==> src/design/gwt_pkg.sv <==
package gwt_pkg;

  typedef enum logic [3:0] {
    ST_IDLE,
    ST_FDIV,
    ST_MUL_A,
    ST_MUL_B,
    ST_COMB,
    ST_TDIV,
    ST_FEND,
    ST_IEND,
    ST_OUT
  } gwt_state_e;

  localparam int unsigned QW   = 37;  // truncated quotient / torque term width
  localparam int unsigned DMAG = 36;  // divider magnitude width
  localparam int unsigned SUMW = 40;  // running sum width

  localparam logic       REQ_FWD  = 1'b0;
  localparam logic       REQ_INV  = 1'b1;
  localparam logic       KIND_OBJ = 1'b0;
  localparam logic       KIND_CON = 1'b1;

  localparam logic [2:0] REG_COUNT = 3'd0;
  localparam logic [2:0] REG_POS0  = 3'd1;
  localparam logic [2:0] REG_POS1  = 3'd2;
  localparam logic [2:0] REG_POS2  = 3'd3;
  localparam logic [2:0] REG_POS3  = 3'd4;

  typedef struct packed {
    logic                  start;
    logic signed [QW-1:0]  dividend;
    logic [2:0]            divisor;
  } div_req_t;

  typedef struct packed {
    logic                  done;
    logic signed [QW-1:0]  quotient;
  } div_rsp_t;

  function automatic logic signed [SUMW-1:0] sat40(input logic signed [SUMW:0] v);
    logic signed [SUMW-1:0] r;
    if (v[SUMW] != v[SUMW-1]) begin
      r = v[SUMW] ? {1'b1, {(SUMW-1){1'b0}}} : {1'b0, {(SUMW-1){1'b1}}};
    end else begin
      r = v[SUMW-1:0];
    end
    return r;
  endfunction

  function automatic logic signed [31:0] sat32(input logic signed [SUMW:0] v);
    logic signed [31:0] r;
    if ((&v[SUMW:31]) || !(|v[SUMW:31])) begin
      r = v[31:0];
    end else begin
      r = v[SUMW] ? 32'sh8000_0000 : 32'sh7FFF_FFFF;
    end
    return r;
  endfunction

endpackage

==> src/design/gwt_div.sv <==
// Restoring divider, one quotient bit per cycle, truncates toward zero.
module gwt_div
  import gwt_pkg::*;
(
  input  logic     clk_i,
  input  logic     rst_ni,
  input  div_req_t req_i,
  output div_rsp_t rsp_o
);

  logic            busy_q;
  logic            done_q;
  logic [5:0]      cnt_q;
  logic [2:0]      rem_q;
  logic [2:0]      dvs_q;
  logic [DMAG-1:0] mag_q;
  logic            neg_q;

  logic signed [QW-1:0] abs_v;
  logic [3:0]           r2;
  logic                 ge;
  logic [3:0]           r2_sub;
  logic [QW-1:0]        qmag;

  assign abs_v  = req_i.dividend[QW-1] ? -req_i.dividend : req_i.dividend;
  assign r2     = {rem_q, mag_q[DMAG-1]};
  assign ge     = r2 >= {1'b0, dvs_q};
  assign r2_sub = r2 - {1'b0, dvs_q};
  assign qmag   = {1'b0, mag_q};

  always_ff @(posedge clk_i or negedge rst_ni) begin
    if (!rst_ni) begin
      busy_q <= 1'b0;
      done_q <= 1'b0;
      cnt_q  <= '0;
    end else begin
      done_q <= 1'b0;
      if (req_i.start) begin
        busy_q <= 1'b1;
        cnt_q  <= 6'(DMAG);
      end else if (busy_q) begin
        cnt_q <= cnt_q - 6'd1;
        if (cnt_q == 6'd1) begin
          busy_q <= 1'b0;
          done_q <= 1'b1;
        end
      end
    end
  end

  always_ff @(posedge clk_i) begin
    if (req_i.start) begin
      rem_q <= '0;
      dvs_q <= req_i.divisor;
      mag_q <= abs_v[DMAG-1:0];
      neg_q <= req_i.dividend[QW-1];
    end else if (busy_q) begin
      rem_q <= ge ? r2_sub[2:0] : r2[2:0];
      mag_q <= {mag_q[DMAG-2:0], ge};
    end
  end

  assign rsp_o.done     = done_q;
  assign rsp_o.quotient = neg_q ? -$signed(qmag) : $signed(qmag);

endmodule

==> src/design/grasp_wrench_transform_unit.sv <==
// Grasp wrench transform.
// Input stream s_axis: one wrench per beat; tuser selects accumulate (contact
// wrench, forward) or distribute (object wrench, inverse). Output stream
// m_axis: one wrench per beat, tuser is the result kind, tlast marks the
// final result caused by an input beat. Config port: cfg_we_i writes
// cfg_data_i to register cfg_idx_i (count, then contact positions 0..3).
// Datapath: a single 16x32 multiplier forms the two cross products of each
// axis one after the other (MUL_A, MUL_B, then COMB), and a one-bit-per-cycle
// divider divides by the contact count (FDIV for forces, TDIV for torques).
//   forward beat: three axes of multiply and combine into the running sums,
//   then FEND; the output register is loaded when it closes the run and emits.
//   inverse beat: the three force shares are divided first, then for each
//   contact every axis is multiplied and divided; m contacts give m beats.
// The block takes one input beat at a time: s_axis_tready is high only when
// idle. A finished beat is held in the output register until taken; a
// stalled receiver simply holds the block in that state.
// Reset: count 1, positions 0, running sums cleared, no output pending.
module grasp_wrench_transform_unit
  import gwt_pkg::*;
#(
  parameter int unsigned MAX_CONTACTS = 4
) (
  input  logic         clk_i,
  input  logic         rst_ni,
  input  logic         s_axis_tvalid,
  output logic         s_axis_tready,
  // contact_index[1:0], force_x/y/z, torque_x/y/z (32 each), zero pad
  input  logic [199:0] s_axis_tdata,
  // req_type
  input  logic         s_axis_tuser,
  output logic         m_axis_tvalid,
  input  logic         m_axis_tready,
  // out_contact[1:0], out_force_x/y/z, out_torque_x/y/z (32 each), zero pad
  output logic [199:0] m_axis_tdata,
  // result_kind
  output logic         m_axis_tuser,
  output logic         m_axis_tlast,
  input  logic         cfg_we_i,
  input  logic [2:0]   cfg_idx_i,
  input  logic [47:0]  cfg_data_i
);

  localparam logic [2:0] MaxCnt = 3'(MAX_CONTACTS);

  gwt_state_e state_q, state_d;

  // configuration
  logic [2:0]  cnt_q;
  logic [47:0] pos_q [4];
  logic [2:0]  m_eff;

  // latched item
  logic                type_q;
  logic [1:0]          idx_q;
  logic [2:0]          m_q;
  logic signed [31:0]  f_q [3];
  logic signed [31:0]  t_q [3];

  // sequencing
  logic [1:0] j_q, j_d;
  logic [1:0] c_q, c_d;
  logic       div_act_q;

  // datapath
  logic signed [SUMW-1:0] sum_q [6];
  logic signed [47:0]     prod_q, hold_q;
  logic signed [QW-1:0]   tq_q;
  logic signed [QW-1:0]   wf_q [3];
  logic signed [QW-1:0]   wt_q [3];

  // output register
  logic               kind_q, last_q;
  logic [1:0]         ocon_q;
  logic signed [31:0] ores_q [6];

  logic               acc;
  logic [47:0]        pos_sel;
  logic signed [15:0] r_v [3];
  logic signed [15:0] r_op;
  logic signed [31:0] f_op;
  logic signed [47:0] prod;
  logic signed [48:0] cr;
  logic signed [50:0] tsh, xv, xadj;
  logic signed [QW-1:0] tq;
  logic               div_state;
  div_req_t           div_req;
  div_rsp_t           div_rsp;

  assign acc = s_axis_tvalid && s_axis_tready;

  always_comb begin
    if (cnt_q == 3'd0) begin
      m_eff = 3'd1;
    end else if (cnt_q > MaxCnt) begin
      m_eff = MaxCnt;
    end else begin
      m_eff = cnt_q;
    end
  end

  always_ff @(posedge clk_i or negedge rst_ni) begin
    if (!rst_ni) begin
      cnt_q <= 3'd1;
      for (int k = 0; k < 4; k++) pos_q[k] <= '0;
    end else if (cfg_we_i) begin
      unique case (cfg_idx_i)
        REG_COUNT: cnt_q    <= cfg_data_i[2:0];
        REG_POS0:  pos_q[0] <= cfg_data_i;
        REG_POS1:  pos_q[1] <= cfg_data_i;
        REG_POS2:  pos_q[2] <= cfg_data_i;
        REG_POS3:  pos_q[3] <= cfg_data_i;
        default: ;
      endcase
    end
  end

  // shared multiplier: per axis, A then B product of the cross term
  assign pos_sel = pos_q[c_q];
  for (genvar k = 0; k < 3; k++) begin : g_r
    assign r_v[k] = pos_sel[16*k +: 16];
  end

  always_comb begin
    case (j_q)
      2'd0: begin
        r_op = (state_q == ST_MUL_B) ? r_v[2] : r_v[1];
        f_op = (state_q == ST_MUL_B) ? f_q[1] : f_q[2];
      end
      2'd1: begin
        r_op = (state_q == ST_MUL_B) ? r_v[0] : r_v[2];
        f_op = (state_q == ST_MUL_B) ? f_q[2] : f_q[0];
      end
      default: begin
        r_op = (state_q == ST_MUL_B) ? r_v[1] : r_v[0];
        f_op = (state_q == ST_MUL_B) ? f_q[0] : f_q[1];
      end
    endcase
  end

  assign prod = r_op * f_op;

  // tau scaled to Q.30, cross term added or taken off, back to Q.16 (toward zero)
  assign cr   = 49'(hold_q) - 49'(prod_q);
  assign tsh  = 51'(t_q[j_q]) <<< 14;
  assign xv   = (type_q == REQ_FWD) ? tsh - 51'(cr) : tsh + 51'(cr);
  assign xadj = xv[50] ? xv + 51'sd16383 : xv;
  assign tq   = xadj[50:14];

  assign div_state        = (state_q == ST_FDIV) || (state_q == ST_TDIV);
  assign div_req.start    = div_state && !div_act_q;
  assign div_req.dividend = (state_q == ST_FDIV) ? QW'(f_q[j_q]) : tq_q;
  assign div_req.divisor  = m_q;

  gwt_div u_div (
    .clk_i (clk_i),
    .rst_ni(rst_ni),
    .req_i (div_req),
    .rsp_o (div_rsp)
  );

  // sequencer
  always_comb begin
    state_d = state_q;
    j_d     = j_q;
    c_d     = c_q;
    unique case (state_q)
      ST_IDLE: begin
        if (acc) begin
          j_d = 2'd0;
          if (s_axis_tuser == REQ_INV) begin
            state_d = ST_FDIV;
          end else if ({1'b0, s_axis_tdata[1:0]} < m_eff) begin
            c_d     = s_axis_tdata[1:0];
            state_d = ST_MUL_A;
          end
        end
      end
      ST_FDIV: begin
        if (div_rsp.done) begin
          if (j_q == 2'd2) begin
            j_d     = 2'd0;
            c_d     = 2'd0;
            state_d = ST_MUL_A;
          end else begin
            j_d = j_q + 2'd1;
          end
        end
      end
      ST_MUL_A: state_d = ST_MUL_B;
      ST_MUL_B: state_d = ST_COMB;
      ST_COMB: begin
        if (type_q == REQ_INV) begin
          state_d = ST_TDIV;
        end else if (j_q == 2'd2) begin
          state_d = ST_FEND;
        end else begin
          j_d     = j_q + 2'd1;
          state_d = ST_MUL_A;
        end
      end
      ST_TDIV: begin
        if (div_rsp.done) begin
          if (j_q == 2'd2) begin
            state_d = ST_IEND;
          end else begin
            j_d     = j_q + 2'd1;
            state_d = ST_MUL_A;
          end
        end
      end
      ST_FEND: state_d = (idx_q == 2'(m_q - 3'd1)) ? ST_OUT : ST_IDLE;
      ST_IEND: state_d = ST_OUT;
      ST_OUT: begin
        if (m_axis_tready) begin
          if (type_q == REQ_FWD || last_q) begin
            state_d = ST_IDLE;
          end else begin
            c_d     = c_q + 2'd1;
            j_d     = 2'd0;
            state_d = ST_MUL_A;
          end
        end
      end
      default: state_d = ST_IDLE;
    endcase
  end

  always_ff @(posedge clk_i or negedge rst_ni) begin
    if (!rst_ni) begin
      state_q   <= ST_IDLE;
      j_q       <= '0;
      c_q       <= '0;
      div_act_q <= 1'b0;
      for (int k = 0; k < 6; k++) sum_q[k] <= '0;
    end else begin
      state_q <= state_d;
      j_q     <= j_d;
      c_q     <= c_d;
      if (div_req.start) begin
        div_act_q <= 1'b1;
      end else if (div_rsp.done) begin
        div_act_q <= 1'b0;
      end
      if (state_q == ST_COMB && type_q == REQ_FWD) begin
        sum_q[j_q]      <= sat40(41'(sum_q[j_q]) + 41'(f_q[j_q]));
        sum_q[3 + j_q]  <= sat40(41'(sum_q[3 + j_q]) + 41'(tq));
      end
      if (state_q == ST_FEND && idx_q == 2'(m_q - 3'd1)) begin
        for (int k = 0; k < 6; k++) sum_q[k] <= '0;
      end
    end
  end

  always_ff @(posedge clk_i) begin
    if (acc) begin
      type_q <= s_axis_tuser;
      idx_q  <= s_axis_tdata[1:0];
      m_q    <= m_eff;
      for (int k = 0; k < 3; k++) begin
        f_q[k] <= s_axis_tdata[2 + 32*k +: 32];
        t_q[k] <= s_axis_tdata[98 + 32*k +: 32];
      end
    end
    if (state_q == ST_MUL_A || state_q == ST_MUL_B) prod_q <= prod;
    if (state_q == ST_MUL_B) hold_q <= prod_q;
    if (state_q == ST_COMB) tq_q <= tq;
    if (state_q == ST_FDIV && div_rsp.done) wf_q[j_q] <= div_rsp.quotient;
    if (state_q == ST_TDIV && div_rsp.done) wt_q[j_q] <= div_rsp.quotient;
    if (state_q == ST_FEND) begin
      kind_q <= KIND_OBJ;
      ocon_q <= 2'd0;
      last_q <= 1'b1;
      for (int k = 0; k < 6; k++) ores_q[k] <= sat32(41'(sum_q[k]));
    end
    if (state_q == ST_IEND) begin
      kind_q <= KIND_CON;
      ocon_q <= c_q;
      last_q <= (c_q == 2'(m_q - 3'd1));
      for (int k = 0; k < 3; k++) begin
        ores_q[k]     <= sat32(41'(wf_q[k]));
        ores_q[3 + k] <= sat32(41'(wt_q[k]));
      end
    end
  end

  assign s_axis_tready = (state_q == ST_IDLE);
  assign m_axis_tvalid = (state_q == ST_OUT);
  assign m_axis_tuser  = kind_q;
  assign m_axis_tlast  = last_q;
  assign m_axis_tdata  = {6'b0, ores_q[5], ores_q[4], ores_q[3],
                          ores_q[2], ores_q[1], ores_q[0], ocon_q};

endmodule

==> config.mk <==
export PLATFORM = sky130hd
export DESIGN_NAME = grasp_wrench_transform_unit
export DESIGN_NICKNAME = d
export VERILOG_FILES = /design/src/design/gwt_pkg.sv /design/src/design/gwt_div.sv /design/src/design/grasp_wrench_transform_unit.sv
export SDC_FILE = /design/constraint.sdc
export NUM_CORES = 2
export LEC_CHECK = 0
export BUFFER_PORTS_ARGS = -buffer_cell sky130_fd_sc_hd__buf_2
export CORE_MARGIN = 2
export CORE_UTILIZATION = 25
export CTS_CLUSTER_DIAMETER = 80
export DETAILED_ROUTE_END_ITERATION = 8
export GPL_TIMING_DRIVEN = 0
export PLACE_DENSITY_LB_ADDON = 0.05
export SLEW_MARGIN = 5
export SYNTH_ARGS = -nofsm -noshare
export SYNTH_HDL_FRONTEND = slang
export SYNTH_SLANG_ARGS = --single-unit
==> constraint.sdc <==
create_clock -name clk_i -period 14.95 [get_ports clk_i]
set_input_delay 2.2425 -clock clk_i [delete_from_list [all_inputs] [get_ports clk_i]]
set_output_delay 2.2425 -clock clk_i [all_outputs]
set_load 0.1 [all_outputs]
== Yosys cells after proc, flatten, opt, wreduce, memory -nomap -nowiden ==
Memory sizes are Yosys's and may differ from the RTL's.
Cells that the tools add are included.

* Equal/unequal tests: 29
* Reductions and logical operators: 78
* Muxes and demuxes: 137
* Bitwise operators: 10
* Order comparisons: 8
* $mul: 1
* Add/subtract/negate cells: 14

{| class="wikitable"
|+ Operator list
! cell !! number
|-
| 2-to-1 mux 32 bit || 45
|-
| bitwise mux 240 bit || 2
|-
| 2-to-1 mux 240 bit || 2
|-
| 2-to-1 mux 40 bit || 12
|-
| binary-select mux 40 bit (select 3 bit) || 2
|-
| demux 40 bit (select 3 bit) || 2
|-
| 2-to-1 mux 36 bit || 3
|-
| 2-to-1 mux 51 bit || 2
|-
| binary-select mux 48 bit (select 2 bit) || 1
|-
| 2-to-1 mux 48 bit || 2
|-
| 2-to-1 mux 37 bit || 2
|-
| one-hot mux 32 bit (2 select lines) || 1
|-
| AND reduction 9 bit || 6
|-
| OR reduction 9 bit || 6
|-
| adder 51 x 15 -> 51 bit (second input constant) || 1
|-
| adder 46 x 49 -> 50 bit || 1
|-
| subtractor 46 x 49 -> 50 bit || 1
|-
| subtractor 48 x 48 -> 49 bit || 1
|-
| multiplier 16 x 32 -> 48 bit || 1
|-
| 2-to-1 mux 16 bit || 3
|-
| AND reduction 6 bit || 7
|-
| adder 40 x 32 -> 41 bit || 1
|-
| adder 40 x 37 -> 41 bit || 1
|-
| negation 36 -> 37 bit || 1
|-
| 55 further kinds || 171
|}

* Bits in writable memories: 606
* Output and inout bits: 204
* Logic and storage cells: 313
* Flip-flop bits (word level): 638
* Memories: 5

{| class="wikitable"
|+ Memories
! memory !! words !! bits a word !! rd ports !! clocked after Yosys merged registers in !! write ports !! RTL line !! source
|-
| ores_q || 6 || 32 || 6 || 0 || 6 || grasp_wrench_transform_unit.sv:74 || <nowiki>logic signed [31:0] ores_q [6];</nowiki>
|-
| wf_q || 3 || 37 || 3 || 0 || 1 || grasp_wrench_transform_unit.sv:68 || <nowiki>logic signed [QW-1:0] wf_q [3];</nowiki>
|-
| wt_q || 3 || 37 || 3 || 0 || 1 || grasp_wrench_transform_unit.sv:69 || <nowiki>logic signed [QW-1:0] wt_q [3];</nowiki>
|-
| f_q || 3 || 32 || 4 || 0 || 3 || grasp_wrench_transform_unit.sv:56 || <nowiki>logic signed [31:0] f_q [3];</nowiki>
|-
| t_q || 3 || 32 || 1 || 0 || 3 || grasp_wrench_transform_unit.sv:57 || <nowiki>logic signed [31:0] t_q [3];</nowiki>
|}

== Longest topological paths before layout ==
* Depth after elaboration: 12
* Mapped depth: 64
* Gate-level depth less buffers: 61

== By module ==
A second synthesis with hierarchy kept.

* Cells, all modules: 8219
* Area, all modules: 84974.0 um^2

{| class="wikitable"
|+ Modules (own cells, without submodules)
! module !! instances !! cells an instance !! area an instance (um^2)
|-
| grasp_wrench_transform_unit || 1 || 7725 || 80810.0
|-
| gwt_div || 1 || 494 || 4164.0
|}

== Worst setup path before layout ==
No wires, ideal clock.

* Path kind: register to register
* From: register state_q[3]
* To: register prod_q[47], data pin
* Library setup time: 0.259 ns
* Cell stages (with the launch flop): 40
* Path buffers: 4
* Path slack: 0.425 ns
* Period minus slack after synthesis: 14.525 ns
* Arrival: 14.266 ns
* Path through: dfrtp_1 > clkbuf_1 > nor3_1 > nand2_1 > inv_2 > buf_1 > buf_1 > clkbuf_1 > nand2_1 > nand2_1 > a21o_1 > nand2_1 > fa_1 > inv_1 > fa_1 > inv_1 > fa_1 > inv_1 > (+4 left out) > fa_1 > ha_1 > o21a_1 > o21a_1 > nand3_1 > a21oi_1 > o21ai_0 > a21oi_1 > nand4_1 > nand2_1 > o41ai_1 > o21ai_0 > o221ai_1 > nor3_1 > or4_1 > a211oi_1 > a21oi_1 > xnor2_1

* Cells in the longest elaborated chain, start to end: 4
* Elaborated cells between the ends (all ways): 10

{| class="wikitable"
|+ RTL lines
! item !! RTL line !! source
|-
| start: declaration || grasp_wrench_transform_unit.sv:45 || <nowiki>gwt_state_e state_q, state_d;</nowiki>
|-
| start signal: assignment || grasp_wrench_transform_unit.sv:236 || <nowiki>state_q <= state_d;</nowiki>
|-
| equality test 4 x 2 -> 1 bit * || n/a ||
|-
| 2-to-1 mux 16 bit, or another cell as far along || grasp_wrench_transform_unit.sv:134 || <nowiki>r_op = (state_q == ST_MUL_B) ? r_v[1] : r_v[0];</nowiki>
|-
| one-hot mux 16 bit (2 select lines) or one-hot mux 32 bit (2 select lines) (tied branches) || grasp_wrench_transform_unit.sv:124 || <nowiki>case (j_q)</nowiki>
|-
| multiplier 16 x 32 -> 48 bit * || grasp_wrench_transform_unit.sv:140 || <nowiki>assign prod = r_op * f_op;</nowiki>
|-
| via prod[47] || grasp_wrench_transform_unit.sv:81 || <nowiki>logic signed [47:0] prod;</nowiki>
|-
| end signal: assignment || grasp_wrench_transform_unit.sv:264 || <nowiki>if (state_q == ST_MUL_A || state_q == ST_MUL_B) prod_q <= prod;</nowiki>
|-
| end: declaration || grasp_wrench_transform_unit.sv:66 || <nowiki>logic signed [47:0] prod_q, hold_q;</nowiki>
|}

Mark *: on every way through the listed nets, which the timed path passes. The rest lies on a longest branch.
A chain may end at the register's enable or synchronous reset.

== Worst setup path in the final report ==
* From: register j_q[1]
* To: register prod_q[47], data pin

* Cells in the longest elaborated chain, start to end: 3
* Elaborated cells between the ends (all ways): 5

{| class="wikitable"
|+ RTL lines
! item !! RTL line !! source
|-
| start: declaration || grasp_wrench_transform_unit.sv:60 || <nowiki>logic [1:0] j_q, j_d;</nowiki>
|-
| start signal: assignment || grasp_wrench_transform_unit.sv:237 || <nowiki>j_q <= j_d;</nowiki>
|-
| equality test 2 x 1 -> 1 bit or logical NOT 2 bit (tied branches) || grasp_wrench_transform_unit.sv:124 ||
|-
| one-hot mux 16 bit (2 select lines) or one-hot mux 32 bit (2 select lines) (tied branches) || grasp_wrench_transform_unit.sv:124 ||
|-
| multiplier 16 x 32 -> 48 bit * || grasp_wrench_transform_unit.sv:140 ||
|-
| via prod[47] || grasp_wrench_transform_unit.sv:81 ||
|}

Marked as above.

==> results by group <==
Synth
  • Count of cell types in the netlist: 109
  • Dominant register cell in the synthesized netlist: sky130_fd_sc_hd__edfxtp_1
  • Warnings from Yosys: 0
  • Synth Register Bits: ~1200
  • Sequential fraction of the synthesis area: 0.4169
  • Post-Syn Area per Cell: roughly 10 um^2
  • Post-synth design cell area: 84090 um^2
  • Most area-consuming cells after synthesis: sky130_fd_sc_hd__edfxtp_1, sky130_fd_sc_hd__dfrtp_1, sky130_fd_sc_hd__fa_1, sky130_fd_sc_hd__nand2_1, sky130_fd_sc_hd__ha_1
  • Post-synth EDFFs: 788
  • Share of synthesized flip-flops with an asynchronous set or reset: 0.3633
  • Top post-synthesis cells by count: sky130_fd_sc_hd__nand2_1, sky130_fd_sc_hd__edfxtp_1, sky130_fd_sc_hd__a21oi_1
  • Largest area contributor in the synthesized netlist: sky130_fd_sc_hd__edfxtp_1
  • Cell count after synthesis: 8149
  • Share of Yosys cell area claimed by the top area cell type: 0.2814
  • Cell with the most instances after synthesis: sky130_fd_sc_hd__nand2_1

Worst setup path
  • Cell type group with the largest total delay on the critical path: buffers and inverters
  • Critical Path Slowest Stage Cell: sky130_fd_sc_hd__dfrtp_2
  • Crit path largest cell delay: 0.66 ns
  • Logic depth of the worst setup path including buffers: 46
  • Reg2Reg Depth: between 40 and 50
  • Req. time, crit path: between 15 and 20 ns
  • Largest fanout on the critical path: 11
  • Critical path arrival: 14.97 ns
  • Buffers and inverters on the worst path: 17
  • Setup CP Type: reg -> reg
  • Startpoint kind of the worst setup timing path: register
  • Endpoint class of the critical path: register

Min path
  • Worst hold path cell count: 0
  • Class of the tightest hold or removal check: reg -> reg

STA
  • Setup_tns: 0 ns
  • Max Freq: slightly below 70 MHz
  • Worst hold margin: 0.4158 ns
  • Crit path time final: 14.45 ns
  • Share of the cycle needed by the critical path after routing: 0.9662
  • Max-slew violation total from the final report: 17
  • Slew margin rel.: -0.05015
  • Actual slew at the worst max-slew pin: 1.575 ns
  • Number of setup violations in the final report: 0
  • Number of endpoints with negative hold slack in the final report: 0
  • Clock skew after layout: 0.1205 ns

Placed design
  • Instance area at placement: 93310 um^2
  • Final weighted congestion in routability-driven placement: 0.9256
  • Port buffer count: about 450
  • HPWL after detailed placement: 316.4 mm

Clock tree
  • CTS clk-pin slew, worst paths: 0.06 ns
  • H-tree levels: 4
  • Hold Buf Count CTS: 0
  • Clk sinks: between 1000 and 1500
  • Clock tree from TritonCTS: yes
  • Clock buffer count from CTS: approximately 160
  • Root buf cell: sky130_fd_sc_hd__clkbuf_16
  • Clock tree buffer depth: 4
  • Worst skew pair latency: around 0.91 ns

Layout
  • Final instance area: 99440 um^2
  • Net count of the finished layout: 9930
  • Number of filler cells placed in the layout: 34900
  • Footprint of the multi-input gates: 45950 um^2
  • Area growth, synth to finish: 18.25%
  • Flip-flop and latch area: 35060 um^2
  • Fraction of layout cells with a size suffix above 1: 0.1515
  • Final Util: 0.2975

Floorplanning
  • Standard cell core area: 334200 um^2
  • Std cell rows: 212
  • Horiz. Die Dim: 584.0 um
  • Die outline height: 584.0 um
  • Die Footprint: 341000 um^2
  • Initial Utilization: 0.2516
  • Boundary Pins: 461

Global routing
  • All-Layer GR Usage: 0.2244
  • Total gr overflow: 0
  • Wire length of the first global-routing pass: 538.9 mm
  • Number of global-route vias before repair: between 60000 and 70000
  • Largest net degree at the start of global routing: 112
  • Antenna violations before repair: 55

Route
  • Vias/cell: 4.981
  • Wirelength per Cell: 29.22 um
  • Post-detailed-route count of antenna-violating nets: 0
  • Count of TritonRoute iterations in the first routing pass: 6
  • Number of design rule violations left after detail routing: 0
  • Vias after detailed routing: 66710
  • Final WL: 391.4 mm
  • Detailed Route Iter0 Violations: approximately 5300

Status
  • Outcome: finished, violations left
  • Violations in the final reports: capacitance limit, slew limit

Run
  • Max-cap check violation count: 4
## cells by family after synthesis
group	synth area share
buffers and inverters	0.04895
other	0.00004459
adders and majority gates	0.1671
and+or+nand+nor	0.1224
xor gates and xnor gates	0.03183
DFF	0.4169
AOI/OAI and AO/OA	0.1297
muxes	0.08320
## flip-flops by register name, indices dropped and copies added (netlist names), 2 cells and up
signal       cells
prod_q          48
pos_q          192
u_div.rem_q      3
m_q              3
tq_q            37
f_q             96
state_q          4
cnt_q            3
ocon_q           2
c_q              2
idx_q            2
sum_q          240
wt_q           111
u_div.mag_q     36
hold_q          48
ores_q         192
t_q             96
wf_q           111
u_div.cnt_q      6
j_q              2
u_div.dvs_q      3
## cell usage in the layout, fill, tap and decap left out, types with 199 or more instances in the layout
master,Yosys,layout
sky130_fd_sc_hd__o21ai_0,375,341
sky130_fd_sc_hd__a21oi_1,733,707
sky130_fd_sc_hd__nor2_1,537,528
sky130_fd_sc_hd__buf_2,5,456
sky130_fd_sc_hd__nand2_1,1335,1332
sky130_fd_sc_hd__clkbuf_1,347,359
sky130_fd_sc_hd__dfrtp_1,451,450
sky130_fd_sc_hd__mux2_2,199,199
sky130_fd_sc_hd__inv_1,663,662
sky130_fd_sc_hd__edfxtp_1,788,788
sky130_fd_sc_hd__ha_1,328,326
sky130_fd_sc_hd__fa_1,491,491
## metal layers
metal  up-vias  global-route usage  routed length [um]
met4        24             0.08213               16080
met5         -                   0                 160
met2      2255              0.3543              175900
li1      29910                   -                   -
met3       519             0.03670               21840
met1     34000              0.3084              177400
## through the flow
step                instances  worst slack [ns]
finish                  13390            0.5050
global route            13370          -0.01195
CTS                     13360          0.005892
detailed placement      13060            -6.952
floorplan                8154            0.4246
global placement        12990            -9.652
## layout make-up
class                      instances  share of cell area
clock buffer                     223             0.04506
clock inverter                    67            0.006857
antenna                           29           0.0007298
tap                             4387             0.05520
sequential                      1244              0.3525
buffer                           410             0.01686
inverter                         665             0.02518
multi-input combinational       5826              0.4621
timing repair buffer             543             0.03552
## final timing paths
| kind | from | to | slack, ns |
|---|---|---|---|
| max in group asynchronous | rst_ni | sum_q[0] | 11.01 |
| worst min register to register | m_q[2] | u_div.dvs_q[2] | 0.42 |
| worst min-delay path | m_q[2] | u_div.dvs_q[2] | 0.42 |
| worst max register to register | j_q[1] | prod_q[47] | 0.50 |
| min in group asynchronous | rst_ni | pos_q[16] | 1.45 |
| worst max-delay path | j_q[1] | prod_q[47] | 0.50 |
## what timing repair did
action	4_1_cts	5_1_grt
buffers inserted	15	10
gates cloned	0	1
resized for setup	139	50
endpoints found under the setup margin	284	241
pin swaps	8	8
Power is left out: the tool's default activity adds up to more than one toggle a clock period on the data nets, which glitch-free logic cannot reach.
